<file path="src/rtl/language_tag_parser_core_macros.svh">
// Assertion macros for the language tag parser core.
// Used by the top level; expects clk and rst in the including scope.
`ifndef LANGUAGE_TAG_PARSER_CORE_MACROS_SVH
`define LANGUAGE_TAG_PARSER_CORE_MACROS_SVH

// Same-cycle implication, held off during reset
`define LTP_ASSERT_NOW(name, ante, cons, msg) \
  name: assert property (@(posedge clk) disable iff (rst) (ante) |-> (cons)) \
    else $error(msg);

// Next-cycle implication, held off during reset
`define LTP_ASSERT_NEXT(name, ante, cons, msg) \
  name: assert property (@(posedge clk) disable iff (rst) (ante) |=> (cons)) \
    else $error(msg);

`endif

</file>
<file path="src/rtl/ltp_pkg.sv">
// Shared types, constants and byte helpers for the language tag parser.
// No dependencies; imported by every module of the block.
`default_nettype none

package ltp_pkg;

  localparam int BUF_DEPTH        = 8;
  localparam int QUEUE_DEPTH      = 2;
  localparam int TAG_LIMIT_DEF    = 64;
  localparam int SUBTAG_LIMIT_DEF = 16;

  // Result kinds
  localparam logic [2:0] KIND_LANG   = 3'd0;
  localparam logic [2:0] KIND_SCRIPT = 3'd1;
  localparam logic [2:0] KIND_REGION = 3'd2;
  localparam logic [2:0] KIND_VAR    = 3'd3;
  localparam logic [2:0] KIND_STATUS = 3'd4;

  // Case modes applied while draining a subtag
  localparam logic [1:0] MODE_LOWER = 2'd0;
  localparam logic [1:0] MODE_TITLE = 2'd1;
  localparam logic [1:0] MODE_UPPER = 2'd2;

  localparam logic [7:0] CH_DASH = 8'h2D;
  localparam logic [7:0] CH_A    = 8'h61;
  localparam logic [7:0] CH_E    = 8'h65;
  localparam logic [7:0] CH_F    = 8'h66;
  localparam logic [7:0] CH_H    = 8'h68;
  localparam logic [7:0] CH_R    = 8'h72;
  localparam logic [7:0] CH_U    = 8'h75;

  // One unit of work handed from the front to the back
  typedef struct packed {
    logic                              emit;
    logic [3:0]                        len;
    logic [2:0]                        kind;
    logic [1:0]                        mode;
    logic [BUF_DEPTH-1:0][7:0]         bytes;
    logic                              status;
    logic                              valid;
    logic                              rtl;
  } job_t;

  // Queue occupancy flags
  typedef struct packed {
    logic full;
    logic empty;
  } q_stat_t;

  function automatic logic is_upper(input logic [7:0] c);
    return (c >= 8'h41) && (c <= 8'h5A);
  endfunction

  function automatic logic is_lower(input logic [7:0] c);
    return (c >= 8'h61) && (c <= 8'h7A);
  endfunction

  function automatic logic is_letter(input logic [7:0] c);
    return is_upper(c) || is_lower(c);
  endfunction

  function automatic logic is_numeral(input logic [7:0] c);
    return (c >= 8'h30) && (c <= 8'h39);
  endfunction

  function automatic logic [7:0] to_low(input logic [7:0] c);
    return is_upper(c) ? (c + 8'd32) : c;
  endfunction

  function automatic logic [7:0] to_up(input logic [7:0] c);
    return is_lower(c) ? (c - 8'd32) : c;
  endfunction

endpackage

`default_nettype wire

</file>
<file path="src/rtl/ltp_queue.sv">
// Short job queue between the parser front and the drain back.
// Depends on ltp_pkg for job_t, q_stat_t and QUEUE_DEPTH.
`default_nettype none

module ltp_queue import ltp_pkg::*; (
  input  wire logic    clk,
  input  wire logic    rst,
  input  wire logic    push,
  input  wire job_t    wr_job,
  input  wire logic    pop,
  output q_stat_t      q_stat,
  output job_t         head
);

  localparam int PW = (QUEUE_DEPTH > 1) ? $clog2(QUEUE_DEPTH) : 1;
  localparam int CW = $clog2(QUEUE_DEPTH + 1);

  job_t           slots [QUEUE_DEPTH];
  logic [PW-1:0]  wr_ptr;
  logic [PW-1:0]  rd_ptr;
  logic [CW-1:0]  count;

  assign q_stat.full  = (count == CW'(QUEUE_DEPTH));
  assign q_stat.empty = (count == '0);
  assign head         = slots[rd_ptr];

  // Store pushed jobs
  always_ff @(posedge clk) begin
    if (push) begin
      slots[wr_ptr] <= wr_job;
    end
  end

  // Advance pointers and count
  always_ff @(posedge clk) begin
    if (rst) begin
      wr_ptr <= '0;
      rd_ptr <= '0;
      count  <= '0;
    end else begin
      if (push) begin
        wr_ptr <= (wr_ptr == PW'(QUEUE_DEPTH - 1)) ? '0 : wr_ptr + PW'(1);
      end
      if (pop) begin
        rd_ptr <= (rd_ptr == PW'(QUEUE_DEPTH - 1)) ? '0 : rd_ptr + PW'(1);
      end
      if (push && !pop) begin
        count <= count + CW'(1);
      end else if (pop && !push) begin
        count <= count - CW'(1);
      end
    end
  end

endmodule

`default_nettype wire

</file>
<file path="src/rtl/ltp_front.sv">
// Parser front: takes tag bytes, buffers the open subtag, gives each closed
// subtag its role and queues drain jobs. Depends on ltp_pkg.
`default_nettype none

module ltp_front import ltp_pkg::*; #(
  parameter int TAG_LIMIT    = TAG_LIMIT_DEF,
  parameter int SUBTAG_LIMIT = SUBTAG_LIMIT_DEF
) (
  input  wire logic       clk,
  input  wire logic       rst,
  input  wire logic       in_valid,
  input  wire logic [7:0] tag_byte,
  input  wire logic       final_byte,
  output logic            in_stall,
  input  wire q_stat_t    q_stat,
  output logic            push,
  output job_t            job
);

  logic [BUF_DEPTH-1:0][7:0] buffer;
  logic [3:0]                sub_len;
  logic [7:0]                tag_len;
  logic [2:0]                sub_num;
  logic                      letters;
  logic                      alnum;
  logic                      three_dig;
  logic                      region_taken;
  logic                      variant_taken;
  logic                      failed;
  logic                      rtl_lang;

  logic                      accept;
  logic                      is_dash;
  logic                      closing;
  logic [BUF_DEPTH-1:0][7:0] buf_upd;
  logic [3:0]                len_upd;
  logic [7:0]                tag_len_upd;
  logic                      letters_upd;
  logic                      alnum_upd;
  logic                      three_upd;
  logic                      fail_pre;
  logic                      fail_post;
  logic                      region_post;
  logic                      variant_post;
  logic                      rtl_post;
  logic                      emit;
  logic [2:0]                kind;
  logic [1:0]                mode;
  logic [7:0]                low0;
  logic [7:0]                low1;
  logic                      rtl_match;

  assign accept   = in_valid && !q_stat.full;
  assign in_stall = q_stat.full;
  assign is_dash  = (tag_byte == CH_DASH);
  assign closing  = is_dash || final_byte;

  // Fold the incoming byte into the open subtag
  always_comb begin
    buf_upd     = buffer;
    len_upd     = sub_len;
    letters_upd = letters;
    alnum_upd   = alnum;
    three_upd   = three_dig;
    tag_len_upd = (tag_len != 8'hFF) ? tag_len + 8'd1 : tag_len;
    fail_pre    = failed || (tag_len_upd >= 8'(TAG_LIMIT));
    if (!is_dash) begin
      if (sub_len < 4'(BUF_DEPTH)) begin
        buf_upd[sub_len[2:0]] = tag_byte;
      end
      if (!is_letter(tag_byte)) begin
        letters_upd = 1'b0;
      end
      if (!is_letter(tag_byte) && !is_numeral(tag_byte)) begin
        alnum_upd = 1'b0;
      end
      if ((sub_len < 4'd3) && !is_numeral(tag_byte)) begin
        three_upd = 1'b0;
      end
      if (sub_len != 4'hF) begin
        len_upd = sub_len + 4'd1;
      end
    end
  end

  // Right-to-left language check on a two-letter language subtag
  assign low0      = to_low(buf_upd[0]);
  assign low1      = to_low(buf_upd[1]);
  assign rtl_match = ((low0 == CH_A) && (low1 == CH_R)) ||
                     ((low0 == CH_H) && (low1 == CH_E)) ||
                     ((low0 == CH_F) && (low1 == CH_A)) ||
                     ((low0 == CH_U) && (low1 == CH_R));

  // Give the closing subtag its role, in order of trial
  always_comb begin
    fail_post    = fail_pre;
    region_post  = region_taken;
    variant_post = variant_taken;
    rtl_post     = rtl_lang;
    emit         = 1'b0;
    kind         = KIND_LANG;
    mode         = MODE_LOWER;
    if (!fail_pre) begin
      priority if ((len_upd == 4'd0) || ({3'b0, len_upd} >= 7'(SUBTAG_LIMIT)) ||
                   (len_upd > 4'(BUF_DEPTH))) begin
        fail_post = 1'b1;
      end else if (sub_num == 3'd0) begin
        if ((len_upd >= 4'd2) && letters_upd) begin
          emit = 1'b1;
          if (len_upd == 4'd2) begin
            rtl_post = rtl_match;
          end
        end else begin
          fail_post = 1'b1;
        end
      end else if ((sub_num == 3'd1) && (len_upd == 4'd4) && letters_upd) begin
        emit = 1'b1;
        kind = KIND_SCRIPT;
        mode = MODE_TITLE;
      end else if (((sub_num == 3'd1) || (sub_num == 3'd2)) && !region_taken &&
                   (((len_upd == 4'd2) && letters_upd) ||
                    ((len_upd == 4'd3) && three_upd))) begin
        emit        = 1'b1;
        region_post = 1'b1;
        kind        = KIND_REGION;
        mode        = (len_upd == 4'd2) ? MODE_UPPER : MODE_LOWER;
      end else if (!variant_taken && (len_upd >= 4'd4) && alnum_upd) begin
        emit         = 1'b1;
        variant_post = 1'b1;
        kind         = KIND_VAR;
      end else begin
        fail_post = 1'b1;
      end
    end
  end

  // Queue a job for each emitted subtag and for each tag end
  assign push       = accept && ((closing && emit) || final_byte);
  assign job.emit   = closing && emit;
  assign job.len    = len_upd;
  assign job.kind   = kind;
  assign job.mode   = mode;
  assign job.bytes  = buf_upd;
  assign job.status = final_byte;
  assign job.valid  = !fail_post;
  assign job.rtl    = !fail_post && rtl_post;

  // Hold subtag bytes
  always_ff @(posedge clk) begin
    if (accept) begin
      buffer <= buf_upd;
    end
  end

  // Advance parse state; a final byte returns it to reset values
  always_ff @(posedge clk) begin
    if (rst) begin
      sub_len       <= '0;
      tag_len       <= '0;
      sub_num       <= '0;
      letters       <= 1'b1;
      alnum         <= 1'b1;
      three_dig     <= 1'b1;
      region_taken  <= 1'b0;
      variant_taken <= 1'b0;
      failed        <= 1'b0;
      rtl_lang      <= 1'b0;
    end else if (accept) begin
      if (final_byte) begin
        sub_len       <= '0;
        tag_len       <= '0;
        sub_num       <= '0;
        letters       <= 1'b1;
        alnum         <= 1'b1;
        three_dig     <= 1'b1;
        region_taken  <= 1'b0;
        variant_taken <= 1'b0;
        failed        <= 1'b0;
        rtl_lang      <= 1'b0;
      end else if (is_dash) begin
        sub_len       <= '0;
        tag_len       <= tag_len_upd;
        sub_num       <= (sub_num != 3'd7) ? sub_num + 3'd1 : sub_num;
        letters       <= 1'b1;
        alnum         <= 1'b1;
        three_dig     <= 1'b1;
        region_taken  <= region_post;
        variant_taken <= variant_post;
        failed        <= fail_post;
        rtl_lang      <= rtl_post;
      end else begin
        sub_len   <= len_upd;
        tag_len   <= tag_len_upd;
        letters   <= letters_upd;
        alnum     <= alnum_upd;
        three_dig <= three_upd;
        failed    <= fail_pre;
      end
    end
  end

endmodule

`default_nettype wire

</file>
<file path="src/rtl/ltp_back.sv">
// Drain back: walks each queued job, emits normalized subtag bytes and the
// status item into a registered output stage. Depends on ltp_pkg.
`default_nettype none

module ltp_back import ltp_pkg::*; (
  input  wire logic    clk,
  input  wire logic    rst,
  input  wire q_stat_t q_stat,
  input  wire job_t    head,
  output logic         pop,
  output logic         out_valid,
  input  wire logic    out_stall,
  output logic [7:0]   norm_byte,
  output logic [2:0]   part_kind,
  output logic         subtag_end,
  output logic         tag_valid,
  output logic         right_to_left,
  output logic         tag_done
);

  logic [3:0] pos;
  logic       load;
  logic [3:0] n_bytes;
  logic       in_bytes;
  logic       last;
  logic [7:0] raw;
  logic       make_up;
  logic [7:0] cased;

  assign load     = !q_stat.empty && (!out_valid || !out_stall);
  assign n_bytes  = head.emit ? head.len : 4'd0;
  assign in_bytes = (pos < n_bytes);
  assign last     = in_bytes ? ((pos + 4'd1 == n_bytes) && !head.status) : 1'b1;
  assign pop      = load && last;

  // Normalize the byte under the drain position
  assign raw     = head.bytes[pos[2:0]];
  assign make_up = (head.mode == MODE_UPPER) || ((head.mode == MODE_TITLE) && (pos == 4'd0));
  assign cased   = make_up ? to_up(raw) : to_low(raw);

  // Advance drain position
  always_ff @(posedge clk) begin
    if (rst) begin
      pos <= '0;
    end else if (load) begin
      pos <= last ? 4'd0 : pos + 4'd1;
    end
  end

  // Hold the output word until taken
  always_ff @(posedge clk) begin
    if (rst) begin
      out_valid <= 1'b0;
    end else if (load) begin
      out_valid <= 1'b1;
    end else if (!out_stall) begin
      out_valid <= 1'b0;
    end
  end

  always_ff @(posedge clk) begin
    if (load) begin
      if (in_bytes) begin
        norm_byte     <= cased;
        part_kind     <= head.kind;
        subtag_end    <= (pos + 4'd1 == n_bytes);
        tag_valid     <= 1'b0;
        right_to_left <= 1'b0;
        tag_done      <= 1'b0;
      end else begin
        norm_byte     <= 8'd0;
        part_kind     <= KIND_STATUS;
        subtag_end    <= 1'b0;
        tag_valid     <= head.valid;
        right_to_left <= head.rtl;
        tag_done      <= 1'b1;
      end
    end
  end

endmodule

`default_nettype wire

</file>
<file path="src/rtl/language_tag_parser_core.sv">
// Top level of the language tag parser: front, job queue and drain back.
// Depends on ltp_pkg, ltp_front, ltp_queue, ltp_back and the macros header.
//
//   channel  | signals                                            | flow
//   ---------+----------------------------------------------------+---------
//   in       | in_valid, in_stall, tag_byte, final_byte           | to block
//   out      | out_valid, out_stall, norm_byte, part_kind,        | from
//            | subtag_end, tag_valid, right_to_left, tag_done     | block
//
// The front takes one tag byte per cycle while the two-entry job queue has room.
// The back moves one result per cycle into the output register while the queue
// holds a job and out_stall is low: each byte of an emitted subtag, then the
// status item at a tag end; the drain of the back sets the sustained rate.
// Reset clears all control state; no clearing pass is needed.
// out_stall holds the output word; the queue then fills and in_stall rises.
`default_nettype none
`include "language_tag_parser_core_macros.svh"

module language_tag_parser_core import ltp_pkg::*; #(
  parameter int TAG_LIMIT    = TAG_LIMIT_DEF,
  parameter int SUBTAG_LIMIT = SUBTAG_LIMIT_DEF
) (
  input  wire logic       clk,
  input  wire logic       rst,
  input  wire logic       in_valid,
  output logic            in_stall,
  input  wire logic [7:0] tag_byte,
  input  wire logic       final_byte,
  output logic            out_valid,
  input  wire logic       out_stall,
  output logic [7:0]      norm_byte,
  output logic [2:0]      part_kind,
  output logic            subtag_end,
  output logic            tag_valid,
  output logic            right_to_left,
  output logic            tag_done
);

  q_stat_t q_stat;
  logic    push;
  logic    pop;
  job_t    wr_job;
  job_t    head;

  ltp_front #(
    .TAG_LIMIT    (TAG_LIMIT),
    .SUBTAG_LIMIT (SUBTAG_LIMIT)
  ) u_front (
    .clk        (clk),
    .rst        (rst),
    .in_valid   (in_valid),
    .tag_byte   (tag_byte),
    .final_byte (final_byte),
    .in_stall   (in_stall),
    .q_stat     (q_stat),
    .push       (push),
    .job        (wr_job)
  );

  ltp_queue u_queue (
    .clk    (clk),
    .rst    (rst),
    .push   (push),
    .wr_job (wr_job),
    .pop    (pop),
    .q_stat (q_stat),
    .head   (head)
  );

  ltp_back u_back (
    .clk           (clk),
    .rst           (rst),
    .q_stat        (q_stat),
    .head          (head),
    .pop           (pop),
    .out_valid     (out_valid),
    .out_stall     (out_stall),
    .norm_byte     (norm_byte),
    .part_kind     (part_kind),
    .subtag_end    (subtag_end),
    .tag_valid     (tag_valid),
    .right_to_left (right_to_left),
    .tag_done      (tag_done)
  );

  // Status items carry no byte and close no subtag
  `LTP_ASSERT_NOW(a_status_shape, out_valid && tag_done, (norm_byte == 8'd0) && !subtag_end && (part_kind == KIND_STATUS), "status item malformed")

  // Byte items carry no status
  `LTP_ASSERT_NOW(a_byte_shape, out_valid && !tag_done, !tag_valid && !right_to_left && (part_kind != KIND_STATUS), "byte item carries status")

  // Right-to-left is reported only for a valid tag
  `LTP_ASSERT_NOW(a_rtl_valid, out_valid && right_to_left, tag_valid, "rtl on invalid tag")

  // The back only drains a queue that holds a job
  `LTP_ASSERT_NOW(a_pop_nonempty, pop, !q_stat.empty, "pop from empty queue")

  // Every push lands in a queue that had a free slot
  `LTP_ASSERT_NEXT(a_push_room, push, !$past(q_stat.full), "push into full queue")

endmodule

`default_nettype wire
</file>
<file path="config.mk">
export PLATFORM = sky130hd
export DESIGN_NAME = language_tag_parser_core
export DESIGN_NICKNAME = d
export VERILOG_FILES = /design/src/rtl/ltp_pkg.sv /design/src/rtl/ltp_queue.sv /design/src/rtl/ltp_front.sv /design/src/rtl/ltp_back.sv /design/src/rtl/language_tag_parser_core.sv
export VERILOG_INCLUDE_DIRS = /design/src /design/src/rtl
export SDC_FILE = /design/constraint.sdc
export NUM_CORES = 1
export LEC_CHECK = 0
export ABC_AREA = 0
export BUFFER_PORTS_ARGS = -buffer_cell sky130_fd_sc_hd__buf_2
export CAP_MARGIN = 0
export CORE_MARGIN = 2
export CORE_UTILIZATION = 63
export CTS_CLUSTER_SIZE = 16
export DETAILED_ROUTE_END_ITERATION = 10
export PLACE_DENSITY = 0.8
export SYNTH_ARGS = -nofsm -noshare
export SYNTH_HDL_FRONTEND = slang
export SYNTH_HIERARCHICAL = 1
export SYNTH_SLANG_ARGS = --single-unit
</file>
<file path="constraint.sdc">
create_clock -name clk -period 8.6 [get_ports clk]
set_input_delay 0.43 -clock clk [delete_from_list [all_inputs] [get_ports clk]]
set_output_delay 0.43 -clock clk [all_outputs]
set_load 0.02 [all_outputs]
</file>
==> results of run 1 <==
-- final timing paths --
path | slack, ns | start | endpoint
worst min-delay path | 0.19 | out_stall | u_back/out_valid
worst max register to register | 3.67 | u_front/sub_len[0] | u_queue/slots[0][55]
worst min register to register | 0.48 | u_front/region_taken | u_front/region_taken
worst max-delay path | 3.67 | u_front/sub_len[0] | u_queue/slots[0][55]
-- routing by layer --
metal	GRT usage [%]	part of all wire, %	routed length (µm)	up-vias
li1	-	-	-	3209
met1	32.4	41	10200	3540
met2	43.2	50	12400	238
met3	3.41	5.6	1400	59
met4	7.15	3.0	736	0
met5	0	0	0	-
-- metrics by stage --
| step | setup WS (ns) | area [µm²] | hold WS, ns | util (%) |
|---|---|---|---|---|
| after floorplan | 1.58 | 12400 | 0.426 | - |
| after CTS | 3.69 | 13600 | 0.190 | 70.1 |
| after detailed placement | 3.60 | 12700 | 0.454 | 65.6 |
| final | 3.67 | 13600 | 0.188 | 70.1 |
| after global placement | 3.79 | 12700 | 0.454 | 65.6 |
| after global routing | 3.36 | 13600 | 0.206 | 70.1 |
-- cells in the mapped netlist, types with 3 or more instances --
| master | count | area [µm²] |
|---|---|---|
| xor2_1 | 8 | 70.1 |
| mux2i_1 | 15 | 150 |
| mux4_1 | 12 | 315 |
| buf_4 | 6 | 45.0 |
| nor4_2 | 3 | 37.5 |
| a211o_1 | 3 | 26.3 |
| edfxtp_1 | 233 | 7000 |
| a31oi_1 | 5 | 31.3 |
| nor4_1 | 5 | 31.3 |
| dfxtp_1 | 32 | 641 |
| nand4_1 | 5 | 31.3 |
| nor2b_1 | 6 | 37.5 |
| mux4_2 | 4 | 90.1 |
| o221ai_1 | 3 | 26.3 |
| buf_8 | 3 | 45.0 |
| buf_2 | 7 | 35.0 |
| mux2_4 | 31 | 465 |
| a21oi_1 | 24 | 120 |
| nand3b_1 | 6 | 45.0 |
| or3_1 | 3 | 18.8 |
| a22oi_1 | 3 | 22.5 |
| ha_1 | 19 | 238 |
| o21ai_1 | 3 | 15.0 |
| buf_6 | 4 | 45.0 |
| inv_1 | 21 | 78.8 |
| mux2_2 | 111 | 1250 |
| nand2b_1 | 13 | 81.3 |
| nor2_1 | 51 | 191 |
| nand3_1 | 9 | 45.0 |
| clkbuf_1 | 16 | 60.1 |
| a21o_1 | 7 | 52.6 |
| nor3b_1 | 5 | 37.5 |
| nand2_1 | 35 | 131 |
| nand4b_1 | 3 | 26.3 |
| and2_1 | 11 | 68.8 |
| a211oi_1 | 6 | 45.0 |
| o21ai_0 | 11 | 55.1 |
| nor4b_1 | 3 | 26.3 |
| nor3_1 | 12 | 60.1 |
| xnor2_1 | 8 | 70.1 |
-- layout make-up --
class                      count  share of cell area (%)
sequential                   265                    56.2
clock inverter                16                    1.31
timing repair buffer          35                    1.40
multi-input combinational    492                    33.0
inverter                      23                   0.635
tap                          265                    2.44
clock buffer                  30                    5.05
-- report_power, final --
part | leakage (nW) | internal, mW | switching, mW
clock network | 0.415 | 0.667 | 0.481
registers | 2.44 | 1.69 | 0.0890
logic | 1.83 | 0.468 | 0.601
total | 4.69 | 2.82 | 1.17
-- cell usage in the layout, fill, tap and decap left out, types with 20 or more instances in the layout --
master and n:
mux2_4 31, buf_2 29, nor2_1 51, edfxtp_1 233
clkbuf_16 27, dfxtp_1 31, inv_1 20, a21oi_1 24
nand2_1 35, mux2_2 111
-- flip-flops by register name, summed over array words and instances, names as in the netlist, 2 cells and up, named ones only --
signal,count
u_front/sub_num,3
u_front/tag_len,8
u_back/part_kind,3
u_queue/count,2
u_front/sub_len,4
u_back/norm_byte,8
u_queue/slots,154
u_front/buffer,64
u_back/pos,4
-- worst reg2reg max path: cells and delay by family (launching register included) --
| family | cells | cell delay [ns] |
|---|---|---|
| flops | 1 | 0.73 |
| compound gates | 6 | 1.89 |
| buf+inv | 1 | 0.70 |
| simple gates | 1 | 0.85 |
| fa+ha+maj | 1 | 0.35 |
-- kinds of logic after synthesis --
logic type / Yosys count
flip-flops: 265
AND/OR/NAND/NOR: 181
multiplexers: 175
AO/OA/AOI/OAI: 99
buffers and inverters: 62
adder cells (fa/ha/maj): 19
XOR/XNOR: 17
other: 1
==> impl_metrics.toml, run 1 <==
[global_route]
grt_pass1_vias = 7001
grt_remaining_overflow = 0
grt_use_total_pct = 24.6
grt_pass1_wl_um = 38900
grt_max_degree = 78
antenna_found_initial = 0

[floorplanning]
start_util_pct = 64.0
die_area_um2 = 20800
num_io_pins = 30
rows = 51
fp.coreArea_um2 = 19400
dieWidth_um = 144
fp.dieH_um = 144

[synth]
yosys.area_share.simple_pct = 7.84
yosys.area_share.adder_pct = 1.91
yosys_warnings = 6
synth_top_family_by_area = "multiplexers"
synth_enable_flop_cells = 233
syn_area_um2 = 12400
ys_async_sr_fraction_pct = 0
synth_xor_area_share_pct = 1.31
synth_nets = 851
yosysSeqAreaShare_pct = 61.5
syn_inst = 819
synth_compound_area_share_pct = 5.97
avgSynthCellArea_um2 = 15.2
synth_seq_cells = 265
muxShareOfSynthArea_pct = 18.7
synth_cell_types = 81
ys.flop_type = "edfxtp_1"

[power]
total_power_mw = 4.00
cellLeakagePower_nw = 4.69
ir_worst_vdd_mv = 0.213
power_density_nw_per_um2 = 294

[timing]
finalHoldViolCount = 0
tns_ns = 0
skew_ns = 0.0119
max_slew.worst_pin.slew_ns = 1.32
setup_viol = 0
fin_crit_sh_pct = 57.3
slew_headroom_pct = 11.8
max_freq_mhz = 203
final_max_slew_viol_count = 0
rsz0062_at_grt = "no"
min_period_ns = 4.93

[clock_network]
cts_resized = 0
cts_setup_buffers = 0
hold_buffers = 0
cts_tree = "done"
clkLatencyLatePin_ns = 0.54
clk_path_buf_depth = 3
clkSinkCount = 265
cts_root_buf = "clkbuf_16"
htree_levels = 1
clk_pin_slew_ns = 0.07
cts_made_buffers = 27

[flow_run]
cap_violations = 0

[finish]
multi_input_area_um2 = 4490
fin_cells = 1126
fill_cells = 1263
ff_latch_area_um2 = 7640
fin_nets = 876
area_growth_pct = 9.53
num_antenna_cells = 0
final_layout_size_suffix_gt1_share_pct = 28.6

[worst_setup_path]
cp_data_arrival_time_ns = 5.10
critical_path_depth = 9
cp-start-kind = "flop"
path_class = "reg -> reg"
cp-end-kind = "flop"
crit_fanout = 46
reg2reg_depth = 9
worstPathCellList = "ha_1 > a21boi_0 > a2bb2oi_1 > o2111ai_1 > o41a_1 > a311oi_4 > a22o_1 > nor2b_4 > buf_4"
max_stage_delay_ns = 0.85
crit_buf_inv = 1
critical_path_required_ns = 8.77
path_delay_family = "compound AO/OA/AOI/OAI gates"
crit_slowest_cell = "nor2b_4"

[route]
avgViaCountPerCell = 6.26
drtAntennaViolNets = 0
first_pass_iters = 5
vias = 7046
drt-total-wl_um = 24800
drtIter0Drc = 702
drc = 0
wl_per_cell_um = 22.0

[place]
gp_congestion = 0.870
placed_cells = 1080
hpwl_um = 15400
portBuffers = 29

[worst_hold_path]
worstHoldPathCells = 3
hold_path.class = "in -> reg"

[run_status]
status = "finished, final reports clean"
(Power assumes the default switching activity.)
==> run 2: changes to the inputs <==
--- a/config.mk
+++ b/config.mk
@@ -10,10 +10,10 @@
 export BUFFER_PORTS_ARGS = -buffer_cell sky130_fd_sc_hd__buf_2
 export CAP_MARGIN = 0
 export CORE_MARGIN = 2
-export CORE_UTILIZATION = 63
+export CORE_UTILIZATION = 57
 export CTS_CLUSTER_SIZE = 16
 export DETAILED_ROUTE_END_ITERATION = 10
-export PLACE_DENSITY = 0.8
+export PLACE_DENSITY = 0.77
 export SYNTH_ARGS = -nofsm -noshare
 export SYNTH_HDL_FRONTEND = slang
 export SYNTH_HIERARCHICAL = 1
==> constraint.sdc (replaced) <==
create_clock -name clk -period 4.3 [get_ports clk]
set_input_delay 0.215 -clock clk [delete_from_list [all_inputs] [get_ports clk]]
set_output_delay 0.215 -clock clk [all_outputs]
set_load 0.02 [all_outputs]
==> impl_metrics.toml, run 2 (synthesis gave the netlist of run 1 again) <==
[run_status]
status = "finished, final reports clean"

[place]
portBuffers = 29
hpwl_um = 16500
placed_area_um2 = 12800
gp_congestion = 0.907

[route]
drtAntennaViolNets = 0
drtIter0Drc = 482
first_pass_iters = 5
drc = 0
vias = 7078
wl_per_cell_um = 21.6
avgViaCountPerCell = 6.16
drt-total-wl_um = 24800

[timing]
rsz0062_at_grt = "no"
final_max_slew_viol_count = 0
finalHoldViolCount = 0
max_slew.worst_pin.slew_ns = 1.05
min_period_ns = 3.90
timing.hold.ws_ns = 0.0939
setup_viol = 0
tns_ns = 0
skew_ns = 0.0155
fin_crit_sh_pct = 90.7
slew_headroom_pct = 29.5
max_freq_mhz = 256

[global_route]
grt_remaining_overflow = 0
grt_use_total_pct = 22.5
antenna_found_initial = 0
grt_pass1_vias = 7229
grt_pass1_wl_um = 39300
grt_max_degree = 74

[worst_setup_path]
cp-start-kind = "flop"
path_class = "reg -> reg"
crit_slowest_cell = "dfxtp_1"
r2r-start = "u_front/sub_len[0]"
max_stage_delay_ns = 0.64
crit_start = "u_front/sub_len[0]"
cp_data_arrival_time_ns = 4.12
worstPathCellList = "ha_1 > nand3_1 > o21ai_4 > mux2_4 > a311oi_1 > nand4b_1 > a311oi_4 > a22o_1 > nor2b_4 > buf_12"
cp-end-kind = "flop"
critical_path_required_ns = 4.52
crit_fanout = 41

[finish]
mostFrequentLayoutCell = "edfxtp_1"
fin_nets = 885
ff_latch_area_um2 = 7640
design_area_um2 = 13700
final_cell_mix = "233 x edfxtp_1, 111 x mux2_2, 51 x nor2_1"
reg_top3 = "u_queue/slots (154), u_front/buffer (64)"
area_growth_pct = 10.3
final_layout_size_suffix_gt1_share_pct = 29.6
top_register = "u_queue/slots"
num_antenna_cells = 0
fill_cells = 1510
multi_input_area_um2 = 4450
largest_reg_flops = 154

[floorplanning]
num_io_pins = 30
fp.dieH_um = 152
start_util_pct = 58.5
fp.coreArea_um2 = 21200
rows = 53
die_area_um2 = 23000
dieWidth_um = 152

[power]
ir_worst_vdd_mv = 0.392
power_density_nw_per_um2 = 582
cellLeakagePower_nw = 4.74

[clock_network]
cts_tree = "done"
clkLatencyLatePin_ns = 0.54
clkSinkCount = 265
cts_made_buffers = 27
clk_pin_slew_ns = 0.06
clk_path_buf_depth = 3
htree_levels = 1
cts_root_buf = "clkbuf_16"

[flow_run]
cap_violations = 0

[worst_hold_path]
hold_path.class = "in -> reg"
min_from = "final_byte"
[run 2: area by class of cell]
type / count / share of cell area [%]
inverter: 23 / 0.630
multi-input combinational: 492 / 32.5
sequential: 265 / 55.8
timing repair buffer: 44 / 2.27
clock buffer: 30 / 5.01
clock inverter: 20 / 1.29
tap: 275 / 2.51
[run 2: worst max-delay path, delay by kind of cell (launching register included)]
kind | cells | cell delay, ns
multiplexers | 1 | 0.37
AO/OA/AOI/OAI | 4 | 1.11
adder cells (fa/ha/maj) | 1 | 0.33
flip-flops | 1 | 0.64
buffers and inverters | 1 | 0.29
AND/OR/NAND/NOR | 3 | 0.80
[run 2: final timing paths]
path	end	slack (ns)	cells after the start
max reg2reg	u_queue/slots[0][27]	0.40	10
min reg2reg	u_front/region_taken	0.49	2
max	u_queue/slots[0][27]	0.40	10
min	u_queue/slots[0][2]	0.09	1
[run 2: timing repair]
action	4_1_cts	5_1_grt
setup endpoints to repair	0	0
resized for setup	0	0
hold endpoints to repair	1	0
hold buffers	1	0
setup buffers	0	0
[run 2: per-layer routing]
metal | GRT usage (%) | share of wire [%]
met5 | 0 | 0
met4 | 6.94 | 2.6
met3 | 2.54 | 3.9
met2 | 40.2 | 52
met1 | 29.0 | 42
[run 2: power breakdown]
group | switching, mW | internal [mW]
clock network | 0.968 | 1.28
registers | 0.201 | 3.38
logic | 1.19 | 0.961
total | 2.36 | 5.62
[run 2: stage by stage]
stage | setup slack [ns] | power (mW) | utilization [%] | cells
floorplan | 0.306 | 5.25 | - | 819
global placement | 0.600 | 5.66 | 60.4 | 1098
detailed placement | 0.456 | 5.78 | 60.4 | 1098
CTS | 0.446 | 8.04 | 64.6 | 1149
global route | 0.122 | 8.34 | 64.6 | 1149
finish | 0.399 | 7.98 | 64.6 | 1149
==> run 3: changes to the inputs <==
--- a/config.mk
+++ b/config.mk
@@ -7,7 +7,7 @@
 export NUM_CORES = 1
 export LEC_CHECK = 0
 export ABC_AREA = 0
-export BUFFER_PORTS_ARGS = -buffer_cell sky130_fd_sc_hd__buf_2
+export BUFFER_PORTS_ARGS = -buffer_cell sky130_fd_sc_hd__buf_4
 export CAP_MARGIN = 0
 export CORE_MARGIN = 2
 export CORE_UTILIZATION = 57
==> impl_metrics.toml, run 3 (synthesis gave the netlist of run 1 again) <==
[clock_network]
cts_setup_buffers = 0
clk_pin_slew_ns = 0.06
cts_tree = "done"
htree_levels = 1
cts_root_buf = "clkbuf_16"
hold_buffers = 1
cts_resized = 0
cts_made_buffers = 28
clkLatencyLatePin_ns = 0.55
clk_path_buf_depth = 3
clkSinkCount = 265

[place]
hpwl_um = 16400
placed_cells = 1099
portBuffers = 29
gp_congestion = 0.872
dp_slack_ns = 0.556

[run_status]
status = "finished, final reports clean"

[finish]
final_cell_mix = "233 x edfxtp_1, 111 x mux2_2, 51 x nor2_1"
num_antenna_cells = 0
final_layout_size_suffix_gt1_share_pct = 29.6
top_register = "u_queue/slots"
fin_cells = 1152
largest_reg_flops = 154
fill_cells = 1468
mostFrequentLayoutCell = "edfxtp_1"
area_growth_pct = 11.6
reg_top3 = "u_queue/slots (154), u_front/buffer (64)"
fin_nets = 887

[route]
drtAntennaViolNets = 0
first_pass_iters = 7
wl_per_cell_um = 21.8
avgViaCountPerCell = 6.10
drc = 0
drt-total-wl_um = 25100
vias = 7026
drtIter0Drc = 475

[global_route]
grt_pass1_vias = 6986
grt_pass1_wl_um = 39300
grt_max_degree = 73
antenna_found_initial = 0
grt_remaining_overflow = 0
grt_use_total_pct = 22.4

[floorplanning]
die_area_um2 = 23000
rows = 53
start_util_pct = 58.5
fp.coreArea_um2 = 21200
fp.dieH_um = 152
num_io_pins = 30
dieWidth_um = 152

[worst_setup_path]
reg2reg_depth = 10
cp-start-kind = "flop"
crit_slowest_cell = "dfxtp_1"
path_class = "reg -> reg"
cp_data_arrival_time_ns = 3.97
critical_path_required_ns = 4.50
crit_fanout = 66
worstPathCellList = "ha_1 > nand3_1 > o21ai_4 > mux2_4 > a311oi_1 > nand4b_1 > a311oi_4 > a22o_1 > nor2b_4 > buf_12"
regToRegSetupSlack_ns = 0.53
cp-end-kind = "flop"
max_stage_delay_ns = 0.64

[timing]
max_slew.worst_pin.slew_ns = 1.09
finalHoldViolCount = 0
final_max_slew_viol_count = 0
fin_crit_sh_pct = 87.6
slew_headroom_pct = 26.9
rsz0062_at_grt = "no"
skew_ns = 0.0227
min_period_ns = 3.77
max_freq_mhz = 266
setup_viol = 0
fin_ws_ns = 0.535
tns_ns = 0

[worst_hold_path]
worstHoldPathCells = 1
hold_path.class = "in -> reg"

[power]
ir_worst_vdd_mv = 0.488
cellLeakagePower_nw = 4.81
power_density_nw_per_um2 = 592
total_power_mw = 8.20

[flow_run]
cap_violations = 0
run 3: layer usage:
metal | up-vias | GRT usage, % | routed length (µm) | part of all wire [%]
met2 | 239 | 38.6 | 12500 | 50
li1 | 3232 | - | - | -
met3 | 46 | 3.53 | 1380 | 5.5
met4 | 0 | 5.93 | 643 | 2.6
met5 | - | 0 | 0 | 0
met1 | 3509 | 30.0 | 10600 | 42
run 3: stage by stage:
| stage | utilization, % | hold WS [ns] | instance area [µm²] |
|---|---|---|---|
| floorplan | - | 0.284 | 12400 |
| global placement | 60.8 | 0.453 | 12900 |
| detailed placement | 60.8 | 0.452 | 12900 |
| CTS | 65.3 | 0.0183 | 13900 |
| global route | 65.3 | 0.0408 | 13900 |
| finish | 65.3 | 0.0338 | 13900 |
run 3: layout make-up:
cell class	count	area [µm²]	area share, %
timing repair buffer	45	390	2.82
sequential	265	7640	55.1
clock inverter	21	224	1.62
multi-input combinational	492	4460	32.2
tap	275	344	2.48
clock buffer	31	712	5.14
inverter	23	86.3	0.623
run 3: worst paths after layout:
kind	start	to
worst max-delay path	u_front/sub_len[0]	u_queue/slots[0][21]
worst min-delay path	final_byte	u_queue/slots[0][2]
worst max register to register	u_front/sub_len[0]	u_queue/slots[0][21]
worst min register to register	u_front/region_taken	u_front/region_taken
run 3: where the power goes:
group          internal (mW)  switching [mW]  total (mW)  leakage, nW
clock network           1.44           0.989        2.43        0.448
logic                   1.01            1.23        2.24         1.91
registers               3.38           0.157        3.53         2.44
total                   5.82            2.37        8.20         4.81
run 3: worst max-delay path: cells and delay by family, from the launching register on:
kind / cells / cell delay (ns)
fa+ha+maj: 1 / 0.33
mux: 1 / 0.37
buf+inv: 1 / 0.32
compound gates: 4 / 1.09
flops: 1 / 0.64
simple gates: 3 / 0.62
